### src/sv/gpg_pkg.sv
// Shared types and constants for the glottal pulse generator.
// Used by gpg_div, gpg_mul and glottal_pulse_generator_core; depends on nothing.
`default_nettype none
package gpg_pkg;

  localparam int FRAC_BITS = 16;

  localparam int PHASE_W  = 16;
  localparam int TIME_W   = 17;
  localparam int OFFSET_W = 18;
  localparam int SAMPLE_W = 19;
  localparam int PULSE_W  = 19;
  localparam int V_W      = 20;

  localparam int QUOT_W   = 16;
  localparam int MUL_A_W  = 20;
  localparam int MUL_B_W  = 17;
  localparam int PROD_W   = MUL_A_W + MUL_B_W;
  localparam int CFG_IDX_W = 2;

  localparam logic [TIME_W-1:0]   ONE_Q      = TIME_W'(1) << FRAC_BITS;
  localparam logic [15:0]         LFSR_TAPS  = 16'hB400;
  localparam logic [15:0]         LFSR_SEED  = 16'hACE1;
  localparam logic [TIME_W-1:0]   OPEN_RST   = 17'd26214;
  localparam logic [TIME_W-1:0]   CLOSE_RST  = 17'd45875;
  localparam logic [OFFSET_W-1:0] OFFSET_RST = 18'd0;
  localparam logic [TIME_W-1:0]   NOISE_RST  = 17'd0;

  localparam logic signed [21:0] SAMPLE_MAX = 22'sd262143;
  localparam logic signed [21:0] SAMPLE_MIN = -22'sd262144;

  typedef enum logic [CFG_IDX_W-1:0] {
    REG_OPEN_TIME  = 2'd0,
    REG_CLOSE_TIME = 2'd1,
    REG_DC_OFFSET  = 2'd2,
    REG_NOISE_MIX  = 2'd3
  } cfg_reg_t;

  typedef enum logic [5:0] {
    ST_IDLE = 6'b000001,
    ST_DIV  = 6'b000010,
    ST_SQ   = 6'b000100,
    ST_CUBE = 6'b001000,
    ST_MIX  = 6'b010000,
    ST_DONE = 6'b100000
  } state_t;

  typedef struct packed {
    logic                start;
    logic [QUOT_W-1:0]   num;
    logic [TIME_W-1:0]   den;
  } div_req_t;

  typedef struct packed {
    logic                       start;
    logic signed [MUL_A_W-1:0]  a;
    logic [MUL_B_W-1:0]         b;
  } mul_req_t;

endpackage
`default_nettype wire

### src/sv/gpg_div.sv
// Bit-serial restoring divider: one quotient bit per cycle, numerator scaled by 2^16.
// Depends on gpg_pkg. The numerator must be below the denominator.
`default_nettype none
module gpg_div (
  input  wire logic                        clk,
  input  wire logic                        rst_n,
  input  wire gpg_pkg::div_req_t           req,
  output logic                             done,
  output logic [gpg_pkg::QUOT_W-1:0]       quot
);

  logic                          busy_r, busy_nxt;
  logic                          done_r, done_nxt;
  logic [3:0]                    cnt_r, cnt_nxt;
  logic [gpg_pkg::TIME_W-1:0]    rem_r, rem_nxt;
  logic [gpg_pkg::TIME_W-1:0]    den_r, den_nxt;
  logic [gpg_pkg::QUOT_W-1:0]    q_r, q_nxt;
  logic [gpg_pkg::TIME_W:0]      shifted;
  logic [gpg_pkg::TIME_W:0]      diff;
  logic                          fits;

  always_comb begin
    shifted  = {rem_r, 1'b0};
    diff     = shifted - {1'b0, den_r};
    fits     = shifted >= {1'b0, den_r};
    busy_nxt = busy_r;
    done_nxt = 1'b0;
    cnt_nxt  = cnt_r;
    rem_nxt  = rem_r;
    den_nxt  = den_r;
    q_nxt    = q_r;
    if (req.start) begin
      busy_nxt = 1'b1;
      cnt_nxt  = 4'd15;
      rem_nxt  = {1'b0, req.num};
      den_nxt  = req.den;
      q_nxt    = '0;
    end else if (busy_r) begin
      // The remainder stays below the denominator, so it fits back in 17 bits.
      rem_nxt = fits ? diff[gpg_pkg::TIME_W-1:0] : shifted[gpg_pkg::TIME_W-1:0];
      q_nxt   = {q_r[gpg_pkg::QUOT_W-2:0], fits};
      cnt_nxt = cnt_r - 4'd1;
      if (cnt_r == 4'd0) begin
        busy_nxt = 1'b0;
        done_nxt = 1'b1;
      end
    end
  end

  always_ff @(posedge clk) begin
    if (!rst_n) begin
      busy_r <= 1'b0;
      done_r <= 1'b0;
      cnt_r  <= '0;
    end else begin
      busy_r <= busy_nxt;
      done_r <= done_nxt;
      cnt_r  <= cnt_nxt;
    end
  end

  always_ff @(posedge clk) begin
    rem_r <= rem_nxt;
    den_r <= den_nxt;
    q_r   <= q_nxt;
  end

  assign done = done_r;
  assign quot = q_r;

endmodule
`default_nettype wire

### src/sv/gpg_mul.sv
// Bit-serial shift-add multiplier: signed 20-bit by unsigned 17-bit, one bit per cycle.
// Depends on gpg_pkg. The product holds after done until the next start.
`default_nettype none
module gpg_mul (
  input  wire logic                              clk,
  input  wire logic                              rst_n,
  input  wire gpg_pkg::mul_req_t                 req,
  output logic                                   done,
  output logic signed [gpg_pkg::PROD_W-1:0]      prod
);

  logic                                  busy_r, busy_nxt;
  logic                                  done_r, done_nxt;
  logic [4:0]                            cnt_r, cnt_nxt;
  logic signed [gpg_pkg::MUL_A_W-1:0]    a_r, a_nxt;
  logic signed [gpg_pkg::MUL_A_W:0]      hi_r, hi_nxt;
  logic [gpg_pkg::MUL_B_W-1:0]           lo_r, lo_nxt;
  logic signed [gpg_pkg::MUL_A_W:0]      sum;

  always_comb begin
    // The partial product stays below the multiplicand in magnitude, so the
    // sum cannot overflow the guard bit.
    sum      = lo_r[0] ? (hi_r + {a_r[gpg_pkg::MUL_A_W-1], a_r}) : hi_r;
    busy_nxt = busy_r;
    done_nxt = 1'b0;
    cnt_nxt  = cnt_r;
    a_nxt    = a_r;
    hi_nxt   = hi_r;
    lo_nxt   = lo_r;
    if (req.start) begin
      busy_nxt = 1'b1;
      cnt_nxt  = 5'(gpg_pkg::MUL_B_W - 1);
      a_nxt    = req.a;
      hi_nxt   = '0;
      lo_nxt   = req.b;
    end else if (busy_r) begin
      hi_nxt  = {sum[gpg_pkg::MUL_A_W], sum[gpg_pkg::MUL_A_W:1]};
      lo_nxt  = {sum[0], lo_r[gpg_pkg::MUL_B_W-1:1]};
      cnt_nxt = cnt_r - 5'd1;
      if (cnt_r == 5'd0) begin
        busy_nxt = 1'b0;
        done_nxt = 1'b1;
      end
    end
  end

  always_ff @(posedge clk) begin
    if (!rst_n) begin
      busy_r <= 1'b0;
      done_r <= 1'b0;
      cnt_r  <= '0;
    end else begin
      busy_r <= busy_nxt;
      done_r <= done_nxt;
      cnt_r  <= cnt_nxt;
    end
  end

  always_ff @(posedge clk) begin
    a_r  <= a_nxt;
    hi_r <= hi_nxt;
    lo_r <= lo_nxt;
  end

  assign done = done_r;
  assign prod = {hi_r[gpg_pkg::MUL_A_W-1:0], lo_r};

endmodule
`default_nettype wire

### src/sv/glottal_pulse_generator_core.sv
// Top level of the Rosenberg glottal pulse generator: sequencer, registers and LFSR.
// Depends on gpg_pkg, gpg_div and gpg_mul.
//
//   channel  direction  handshake             payload
//   in       input      in_valid / in_stall   in_phase   [15:0] unsigned Q0.16
//   out      output     out_valid / out_stall out_sample [18:0] signed Q3.16
//   cfg      input      cfg_valid / cfg_ready cfg_index [1:0], cfg_wdata [17:0]
//
// One item at a time. A phase in the rising part goes through the divide and three serial
// multiplies (square, cube, mix) before the result is handed over; one in the falling part
// through the divide, the square and the mix, and one in the closed part through the mix only.
// The noise product runs on a second multiplier alongside. The output register lets a new
// item in while a result waits on out_stall; a second result waiting adds its stall cycles.
// Reset is synchronous; configuration writes are always taken.
`default_nettype none
module glottal_pulse_generator_core (
  input  wire logic                                 clk,
  input  wire logic                                 rst_n,
  input  wire logic                                 in_valid,
  output logic                                      in_stall,
  input  wire logic [gpg_pkg::PHASE_W-1:0]          in_phase,
  output logic                                      out_valid,
  input  wire logic                                 out_stall,
  output logic signed [gpg_pkg::SAMPLE_W-1:0]       out_sample,
  input  wire logic                                 cfg_valid,
  output logic                                      cfg_ready,
  input  wire logic [gpg_pkg::CFG_IDX_W-1:0]        cfg_index,
  input  wire logic [gpg_pkg::OFFSET_W-1:0]         cfg_wdata
);

  gpg_pkg::state_t                     state_r, state_nxt;
  logic [gpg_pkg::TIME_W-1:0]          open_time_r, open_time_nxt;
  logic [gpg_pkg::TIME_W-1:0]          close_time_r, close_time_nxt;
  logic [gpg_pkg::OFFSET_W-1:0]        dc_offset_r, dc_offset_nxt;
  logic [gpg_pkg::TIME_W-1:0]          noise_mix_r, noise_mix_nxt;
  logic [15:0]                         lfsr_r, lfsr_nxt;
  logic                                rise_r, rise_nxt;
  logic [gpg_pkg::QUOT_W-1:0]          x_r, x_nxt;
  logic [gpg_pkg::QUOT_W-1:0]          sq_r, sq_nxt;
  logic signed [gpg_pkg::SAMPLE_W-1:0] res_r, res_nxt;
  logic                                out_valid_r, out_valid_nxt;
  logic signed [gpg_pkg::SAMPLE_W-1:0] out_sample_r, out_sample_nxt;

  logic [gpg_pkg::TIME_W-1:0]          t1c, t2c, nc, one_minus_n;
  logic [15:0]                         lfsr_step;
  logic                                take, in_rise, in_fall;
  logic [gpg_pkg::QUOT_W-1:0]          prod_hi;
  logic signed [gpg_pkg::PULSE_W-1:0]  pulse_rise, pulse_fall;
  logic signed [gpg_pkg::V_W-1:0]      a0_ext, v_rise, v_fall;
  logic signed [21:0]                  mix_sum;

  gpg_pkg::div_req_t                   div_req;
  gpg_pkg::mul_req_t                   mul_req, noise_req;
  logic                                div_done, mul_done, noise_done;
  logic [gpg_pkg::QUOT_W-1:0]          div_quot;
  logic signed [gpg_pkg::PROD_W-1:0]   mul_prod, noise_prod;

  gpg_div u_div (
    .clk   (clk),
    .rst_n (rst_n),
    .req   (div_req),
    .done  (div_done),
    .quot  (div_quot)
  );

  gpg_mul u_mul (
    .clk   (clk),
    .rst_n (rst_n),
    .req   (mul_req),
    .done  (mul_done),
    .prod  (mul_prod)
  );

  gpg_mul u_noise_mul (
    .clk   (clk),
    .rst_n (rst_n),
    .req   (noise_req),
    .done  (noise_done),
    .prod  (noise_prod)
  );

  // Configuration registers.
  always_comb begin
    open_time_nxt  = open_time_r;
    close_time_nxt = close_time_r;
    dc_offset_nxt  = dc_offset_r;
    noise_mix_nxt  = noise_mix_r;
    if (cfg_valid) begin
      unique case (gpg_pkg::cfg_reg_t'(cfg_index))
        gpg_pkg::REG_OPEN_TIME:  open_time_nxt  = cfg_wdata[gpg_pkg::TIME_W-1:0];
        gpg_pkg::REG_CLOSE_TIME: close_time_nxt = cfg_wdata[gpg_pkg::TIME_W-1:0];
        gpg_pkg::REG_DC_OFFSET:  dc_offset_nxt  = cfg_wdata;
        gpg_pkg::REG_NOISE_MIX:  noise_mix_nxt  = cfg_wdata[gpg_pkg::TIME_W-1:0];
        default: ;
      endcase
    end
  end

  always_comb begin
    t1c         = (open_time_r  > gpg_pkg::ONE_Q) ? gpg_pkg::ONE_Q : open_time_r;
    t2c         = (close_time_r > gpg_pkg::ONE_Q) ? gpg_pkg::ONE_Q : close_time_r;
    nc          = (noise_mix_r  > gpg_pkg::ONE_Q) ? gpg_pkg::ONE_Q : noise_mix_r;
    one_minus_n = gpg_pkg::ONE_Q - nc;
    lfsr_step   = {1'b0, lfsr_r[15:1]} ^ (lfsr_r[0] ? gpg_pkg::LFSR_TAPS : 16'h0000);
    take        = in_valid && (state_r == gpg_pkg::ST_IDLE);
    in_rise     = {1'b0, in_phase} < t1c;
    in_fall     = !in_rise && ({1'b0, in_phase} < t2c);
    a0_ext      = {{(gpg_pkg::V_W - gpg_pkg::OFFSET_W){dc_offset_r[gpg_pkg::OFFSET_W-1]}},
                   dc_offset_r};

    // Take the product over 2^16 for the squares and the cube.
    prod_hi    = mul_prod[2*gpg_pkg::FRAC_BITS-1:gpg_pkg::FRAC_BITS];
    pulse_fall = $signed({2'b00, gpg_pkg::ONE_Q}) - $signed({3'b000, prod_hi});
    pulse_rise = $signed({3'b000, sq_r} + {2'b00, sq_r, 1'b0})
                 - $signed({2'b00, prod_hi, 1'b0});
    v_fall     = {pulse_fall[gpg_pkg::PULSE_W-1], pulse_fall} + a0_ext;
    v_rise     = {pulse_rise[gpg_pkg::PULSE_W-1], pulse_rise} + a0_ext;

    // An arithmetic shift of the signed product floors it.
    mix_sum = 22'(mul_prod >>> gpg_pkg::FRAC_BITS)
              + $signed({6'b000000, noise_prod[2*gpg_pkg::FRAC_BITS-1:gpg_pkg::FRAC_BITS]});
  end

  // Sequencer.
  always_comb begin
    state_nxt      = state_r;
    lfsr_nxt       = lfsr_r;
    rise_nxt       = rise_r;
    x_nxt          = x_r;
    sq_nxt         = sq_r;
    res_nxt        = res_r;
    out_sample_nxt = out_sample_r;
    out_valid_nxt  = out_valid_r && out_stall;

    div_req.start  = 1'b0;
    div_req.num    = in_rise ? in_phase : (in_phase - t1c[gpg_pkg::PHASE_W-1:0]);
    div_req.den    = in_rise ? t1c : (t2c - t1c);

    mul_req.start  = 1'b0;
    mul_req.a      = a0_ext;
    mul_req.b      = one_minus_n;

    noise_req.start = take;
    noise_req.a     = {4'b0000, lfsr_step};
    noise_req.b     = nc;

    unique case (state_r)
      gpg_pkg::ST_IDLE: begin
        if (take) begin
          lfsr_nxt = lfsr_step;
          rise_nxt = in_rise;
          if (in_rise || in_fall) begin
            div_req.start = 1'b1;
            state_nxt     = gpg_pkg::ST_DIV;
          end else begin
            // Closed part: the pulse is zero, so only the offset is mixed.
            mul_req.start = 1'b1;
            state_nxt     = gpg_pkg::ST_MIX;
          end
        end
      end
      gpg_pkg::ST_DIV: begin
        if (div_done) begin
          x_nxt         = div_quot;
          mul_req.start = 1'b1;
          mul_req.a     = {4'b0000, div_quot};
          mul_req.b     = {1'b0, div_quot};
          state_nxt     = gpg_pkg::ST_SQ;
        end
      end
      gpg_pkg::ST_SQ: begin
        if (mul_done) begin
          mul_req.start = 1'b1;
          if (rise_r) begin
            sq_nxt    = prod_hi;
            mul_req.a = {4'b0000, prod_hi};
            mul_req.b = {1'b0, x_r};
            state_nxt = gpg_pkg::ST_CUBE;
          end else begin
            mul_req.a = v_fall;
            state_nxt = gpg_pkg::ST_MIX;
          end
        end
      end
      gpg_pkg::ST_CUBE: begin
        if (mul_done) begin
          mul_req.start = 1'b1;
          mul_req.a     = v_rise;
          state_nxt     = gpg_pkg::ST_MIX;
        end
      end
      gpg_pkg::ST_MIX: begin
        // The noise multiplier started with the item, so it never finishes after this one.
        if (mul_done) begin
          priority if (mix_sum > gpg_pkg::SAMPLE_MAX) begin
            res_nxt = gpg_pkg::SAMPLE_MAX[gpg_pkg::SAMPLE_W-1:0];
          end else if (mix_sum < gpg_pkg::SAMPLE_MIN) begin
            res_nxt = gpg_pkg::SAMPLE_MIN[gpg_pkg::SAMPLE_W-1:0];
          end else begin
            res_nxt = mix_sum[gpg_pkg::SAMPLE_W-1:0];
          end
          state_nxt = gpg_pkg::ST_DONE;
        end
      end
      gpg_pkg::ST_DONE: begin
        if (!out_valid_r || !out_stall) begin
          out_sample_nxt = res_r;
          out_valid_nxt  = 1'b1;
          state_nxt      = gpg_pkg::ST_IDLE;
        end
      end
      default: state_nxt = gpg_pkg::ST_IDLE;
    endcase
  end

  always_ff @(posedge clk) begin
    if (!rst_n) begin
      state_r      <= gpg_pkg::ST_IDLE;
      open_time_r  <= gpg_pkg::OPEN_RST;
      close_time_r <= gpg_pkg::CLOSE_RST;
      dc_offset_r  <= gpg_pkg::OFFSET_RST;
      noise_mix_r  <= gpg_pkg::NOISE_RST;
      lfsr_r       <= gpg_pkg::LFSR_SEED;
      out_valid_r  <= 1'b0;
    end else begin
      state_r      <= state_nxt;
      open_time_r  <= open_time_nxt;
      close_time_r <= close_time_nxt;
      dc_offset_r  <= dc_offset_nxt;
      noise_mix_r  <= noise_mix_nxt;
      lfsr_r       <= lfsr_nxt;
      out_valid_r  <= out_valid_nxt;
    end
  end

  always_ff @(posedge clk) begin
    rise_r       <= rise_nxt;
    x_r          <= x_nxt;
    sq_r         <= sq_nxt;
    res_r        <= res_nxt;
    out_sample_r <= out_sample_nxt;
  end

  assign in_stall   = (state_r != gpg_pkg::ST_IDLE);
  assign out_valid  = out_valid_r;
  assign out_sample = out_sample_r;
  assign cfg_ready  = 1'b1;

endmodule
`default_nettype wire
### config.mk
export PLATFORM = sky130hd
export DESIGN_NAME = glottal_pulse_generator_core
export DESIGN_NICKNAME = d
export VERILOG_FILES = /design/src/sv/gpg_pkg.sv /design/src/sv/gpg_div.sv /design/src/sv/gpg_mul.sv /design/src/sv/glottal_pulse_generator_core.sv
export SDC_FILE = /design/constraint.sdc
export NUM_CORES = 1
export LEC_CHECK = 0
export ABC_CLOCK_PERIOD_IN_PS = 5050
export BUFFER_PORTS_ARGS = -buffer_cell sky130_fd_sc_hd__buf_4
export CAP_MARGIN = 20
export CORE_ASPECT_RATIO = 1.5
export CORE_MARGIN = 2
export CORE_UTILIZATION = 55
export DETAILED_ROUTE_END_ITERATION = 8
export GPL_ROUTABILITY_DRIVEN = 0
export GPL_TIMING_DRIVEN = 0
export PLACE_DENSITY_LB_ADDON = 0.15
export SYNTH_ARGS = -nofsm -noshare
export SYNTH_HDL_FRONTEND = slang
export SYNTH_SLANG_ARGS = --single-unit
### constraint.sdc
create_clock -name clk -period 5.05 [get_ports clk]
set_input_delay 0.505 -clock clk [delete_from_list [all_inputs] [get_ports clk]]
set_output_delay 0.505 -clock clk [all_outputs]
set_load 0.05 [all_outputs]
==> flow_summary.json <==
{
  "status": "finished, final reports clean",
  "grt_max_degree": 30,
  "drtPass1Iterations": 8,
  "cts_tree": "yes",
  "cap_violations": 0,
  "layout-drive-gt1-share_pct": 8.63,
  "cp.arrival_ps": 5350,
  "grt_pass1_wl_mm": 105,
  "synthAdderAreaFrac_pct": 11.7,
  "endpoint_kind": "flip-flop",
  "dpl_cell_area_sq_um": 24100,
  "start_util_pct": 55.7,
  "cts.path.max_buffers": 3,
  "finalHoldViolCount": 0,
  "synth.avg_cell_area_sq_um": 8.96,
  "synth_simple_gate_area_share_pct": 17.7,
  "powerDensity_nw_per_um2": 522,
  "fillers": 3609,
  "cts_sinks": 342,
  "hp-class": "input port to flip-flop",
  "synthArstFlopShare_pct": 0,
  "syn2layout_area_growth_pct": 10.9,
  "top_usage_layer": "met2",
  "slew-limit-headroom_pct": 32.3,
  "wl_per_cell_um": 21.0,
  "grt_pass1_vias": 19700,
  "power_frac_seq_pct": 30.7,
  "drt-total-wl_mm": 68.3,
  "switching_power_mw": 5.50,
  "vias": 20000,
  "period_share_pct": 98.9,
  "synth_compound_area_share_pct": 19.6,
  "fmax_ghz": 0.200,
  "die_area_sq_um": 43400,
  "worst_pin_slew_ps": 1020,
  "ios": 63,
  "swShare_pct": 41.4,
  "place_inst": 3183,
  "cts_max_level": 2,
  "tns_ps": 0,
  "final_cells": 3257,
  "p_comb_share_pct": 49.8,
  "gr-usage-met2_pct": 57.0,
  "drc": 0,
  "num_rows": 91,
  "fin_crit_ps": 5000,
  "cp-start-kind": "flip-flop",
  "skew_ps": 17.6,
  "clockPowerShare_pct": 19.5,
  "syn_nets": 2804,
  "seq_area_frac_synth_pct": 37.4,
  "cts_root_buf": "clkbuf_16",
  "synth_cells": 2563,
  "cts_buffers": 34,
  "synth_area_leader_cell": "edfxtp_1",
  "cts_hold_buf": 0,
  "finalPower_mw": 13.3,
  "layout_commonest_cell": "nand2_1",
  "dp_hpwl_mm": 52.6,
  "ys_ff_latch": 342,
  "gr-usage-met1_pct": 32.0,
  "final_cell_mix": "nand2_1 (347), nor2_1 (203), ha_1 (175)",
  "synth_enable_flop_cells": 174,
  "clk_latency_ps": 550,
  "core_area_sq_um": 41200,
  "ys.warnings.count": 0,
  "yosysUniqueCellTypes": 98,
  "ant_nets": 0,
  "viasPerCell": 6.15,
  "nNetsFinal": 2914,
  "die_x_um": 171,
  "crit_fanout": 5,
  "ys_top_cells_by_area": "edfxtp_1 (23%), dfxtp_1 (15%), ha_1 (9.5%)",
  "numPortBuffers": 59,
  "worst_hold_slack_ps": 229,
  "slew_violations": 0,
  "antenna_found_initial": 0,
  "diodes": 0,
  "yosys_most_used_dff": "edfxtp_1",
  "clk_pin_slew_ps": 70,
  "synth_xor_area_share_pct": 5.19,
  "required_ps": 5400,
  "die_height_um": 254,
  "grt_util_all_layers_pct": 31.4,
  "finalInstanceArea_sq_um": 25500,
  "leakagePower_nw": 10.5,
  "crit_type": "flip-flop to flip-flop",
  "synth_top_area_share_pct": 22.8,
  "synthMuxAreaShare_pct": 3.78,
  "setup_viol": 0,
  "netlist_area_sq_um": 23000,
  "first_iter_violations": 1351,
  "intPower_mw": 7.79,
  "peakVddDrop_mv": 0.440,
  "grt_overflow_total": 0,
  "use_met3_pct": 3.54,
  "synth_top_family_by_area": "compound AO/OA/AOI/OAI gates"
}
final timing paths:
path                                                from                           end  slack, ps  depth (start not counted)
worst max-delay path            u_mul.lo_r[16]$_DFFE_PP_       u_mul.a_r[16]$_DFFE_PN_         50                         18
worst min-delay path                        cfg_wdata[8]  close_time_r[8]$_SDFFE_PN1P_        230                          3
worst max register to register  u_mul.lo_r[16]$_DFFE_PP_       u_mul.a_r[16]$_DFFE_PN_         50                         18
worst min register to register   res_r[18]$_SDFFCE_PN0P_      out_sample[18]$_DFFE_PP_        410                          0
layout make-up:
| cell class | count | area, sq um | share of cell area, % |
|---|---|---|---|
| clock buffers | 39 | 921 | 3.62 |
| multi-input cells | 1965 | 13400 | 52.7 |
| clock inverters | 23 | 194 | 0.762 |
| inverters | 150 | 563 | 2.21 |
| well taps | 558 | 698 | 2.74 |
| repair buffers | 74 | 571 | 2.24 |
| plain buffers | 106 | 488 | 1.92 |
| flip-flops and latches | 342 | 8600 | 33.8 |
synthesized netlist by cell type (all sizes together), types with 6 or more instances:
cell type / count
ha: 175
or3: 22
o21ai: 141
o21bai: 10
dfxtp: 168
nor4: 19
o22ai: 12
a21oi: 141
o31a: 6
o21a: 31
nand4: 11
a211oi: 38
xnor2: 89
a21o: 52
o41ai: 8
a31oi: 25
edfxtp: 174
nor3: 58
inv: 148
nand3b: 14
buf: 29
o31ai: 10
xor2: 47
and3: 25
nand2: 347
or2: 17
mux2i: 81
fa: 25
a22oi: 16
a2111oi: 6
a221oi: 11
o211ai: 23
nor2: 205
a21boi: 70
and2: 7
nand3: 60
nor2b: 34
clkbuf: 77
nor3b: 13
nand2b: 27
a222oi: 11
sequential cells by signal, summed over array words and instances, names as in the netlist, 17 cells and up:
register / cells
out_sample: 19
u_div.den_r: 17
u_noise_mul.hi_r: 20
u_mul.hi_r: 20
u_div.rem_r: 17
u_noise_mul.lo_r: 17
u_mul.lo_r: 17
noise_mix_r: 17
u_mul.a_r: 20
open_time_r: 17
dc_offset_r: 18
res_r: 19
close_time_r: 17
what timing repair did:
action,CTS,global route
resized for setup,3,22
pin swaps,0,6
buffers inserted,4,7
endpoints found under the setup margin,6,23
logic make-up (layout without fill, tap and decap cells):
family | count (synthesis) | in the layout
xor+xnor | 136 | 136
buf+inv | 256 | 392
compound gates | 667 | 667
fa+ha+maj | 200 | 200
simple gates | 875 | 875
flops | 342 | 342
mux | 86 | 86
other cells | 1 | 1
critical path, stage by stage, from the launching register on:
cell,delay [ps]
edfxtp_1,570
fa_2,620
inv_1,70
fa_2,370
a21oi_2,180
o21ai_2,100
o41a_1,420
a21oi_2,170
xnor2_1,140
ha_1,270
and3_4,210
a221oi_1,230
o21ai_1,160
a22o_1,320
o41ai_4,350
buf_4,200
nand3b_1,80
o31a_1,110
o211ai_1,240
through the flow:
stage / setup WS (ps) / utilization (%)
finish: 53.6 / 61.8
global route: -9.28 / 61.8
CTS: 19.8 / 61.4
detailed placement: -283 / 58.6
global placement: -249 / 58.5
floorplan: 627 / -
metal layers:
layer,vias up,part of all wire [%]
met2,707,51
met5,-,0
met4,0,9.4
met1,9531,36
li1,9472,-
met3,310,4.2
power by group through the flow:
| stage | registers [mW] | logic, mW | clock network [mW] |
|---|---|---|---|
| after detailed placement | 4.12 | 6.34 | 0 |
| after floorplan | 3.83 | 5.02 | 0 |
| after global routing | 4.11 | 7.30 | 2.70 |
| final | 4.08 | 6.63 | 2.59 |
| after global placement | 4.11 | 6.12 | 0 |
| after CTS | 4.06 | 6.41 | 2.60 |
(Power assumes the default switching activity.)
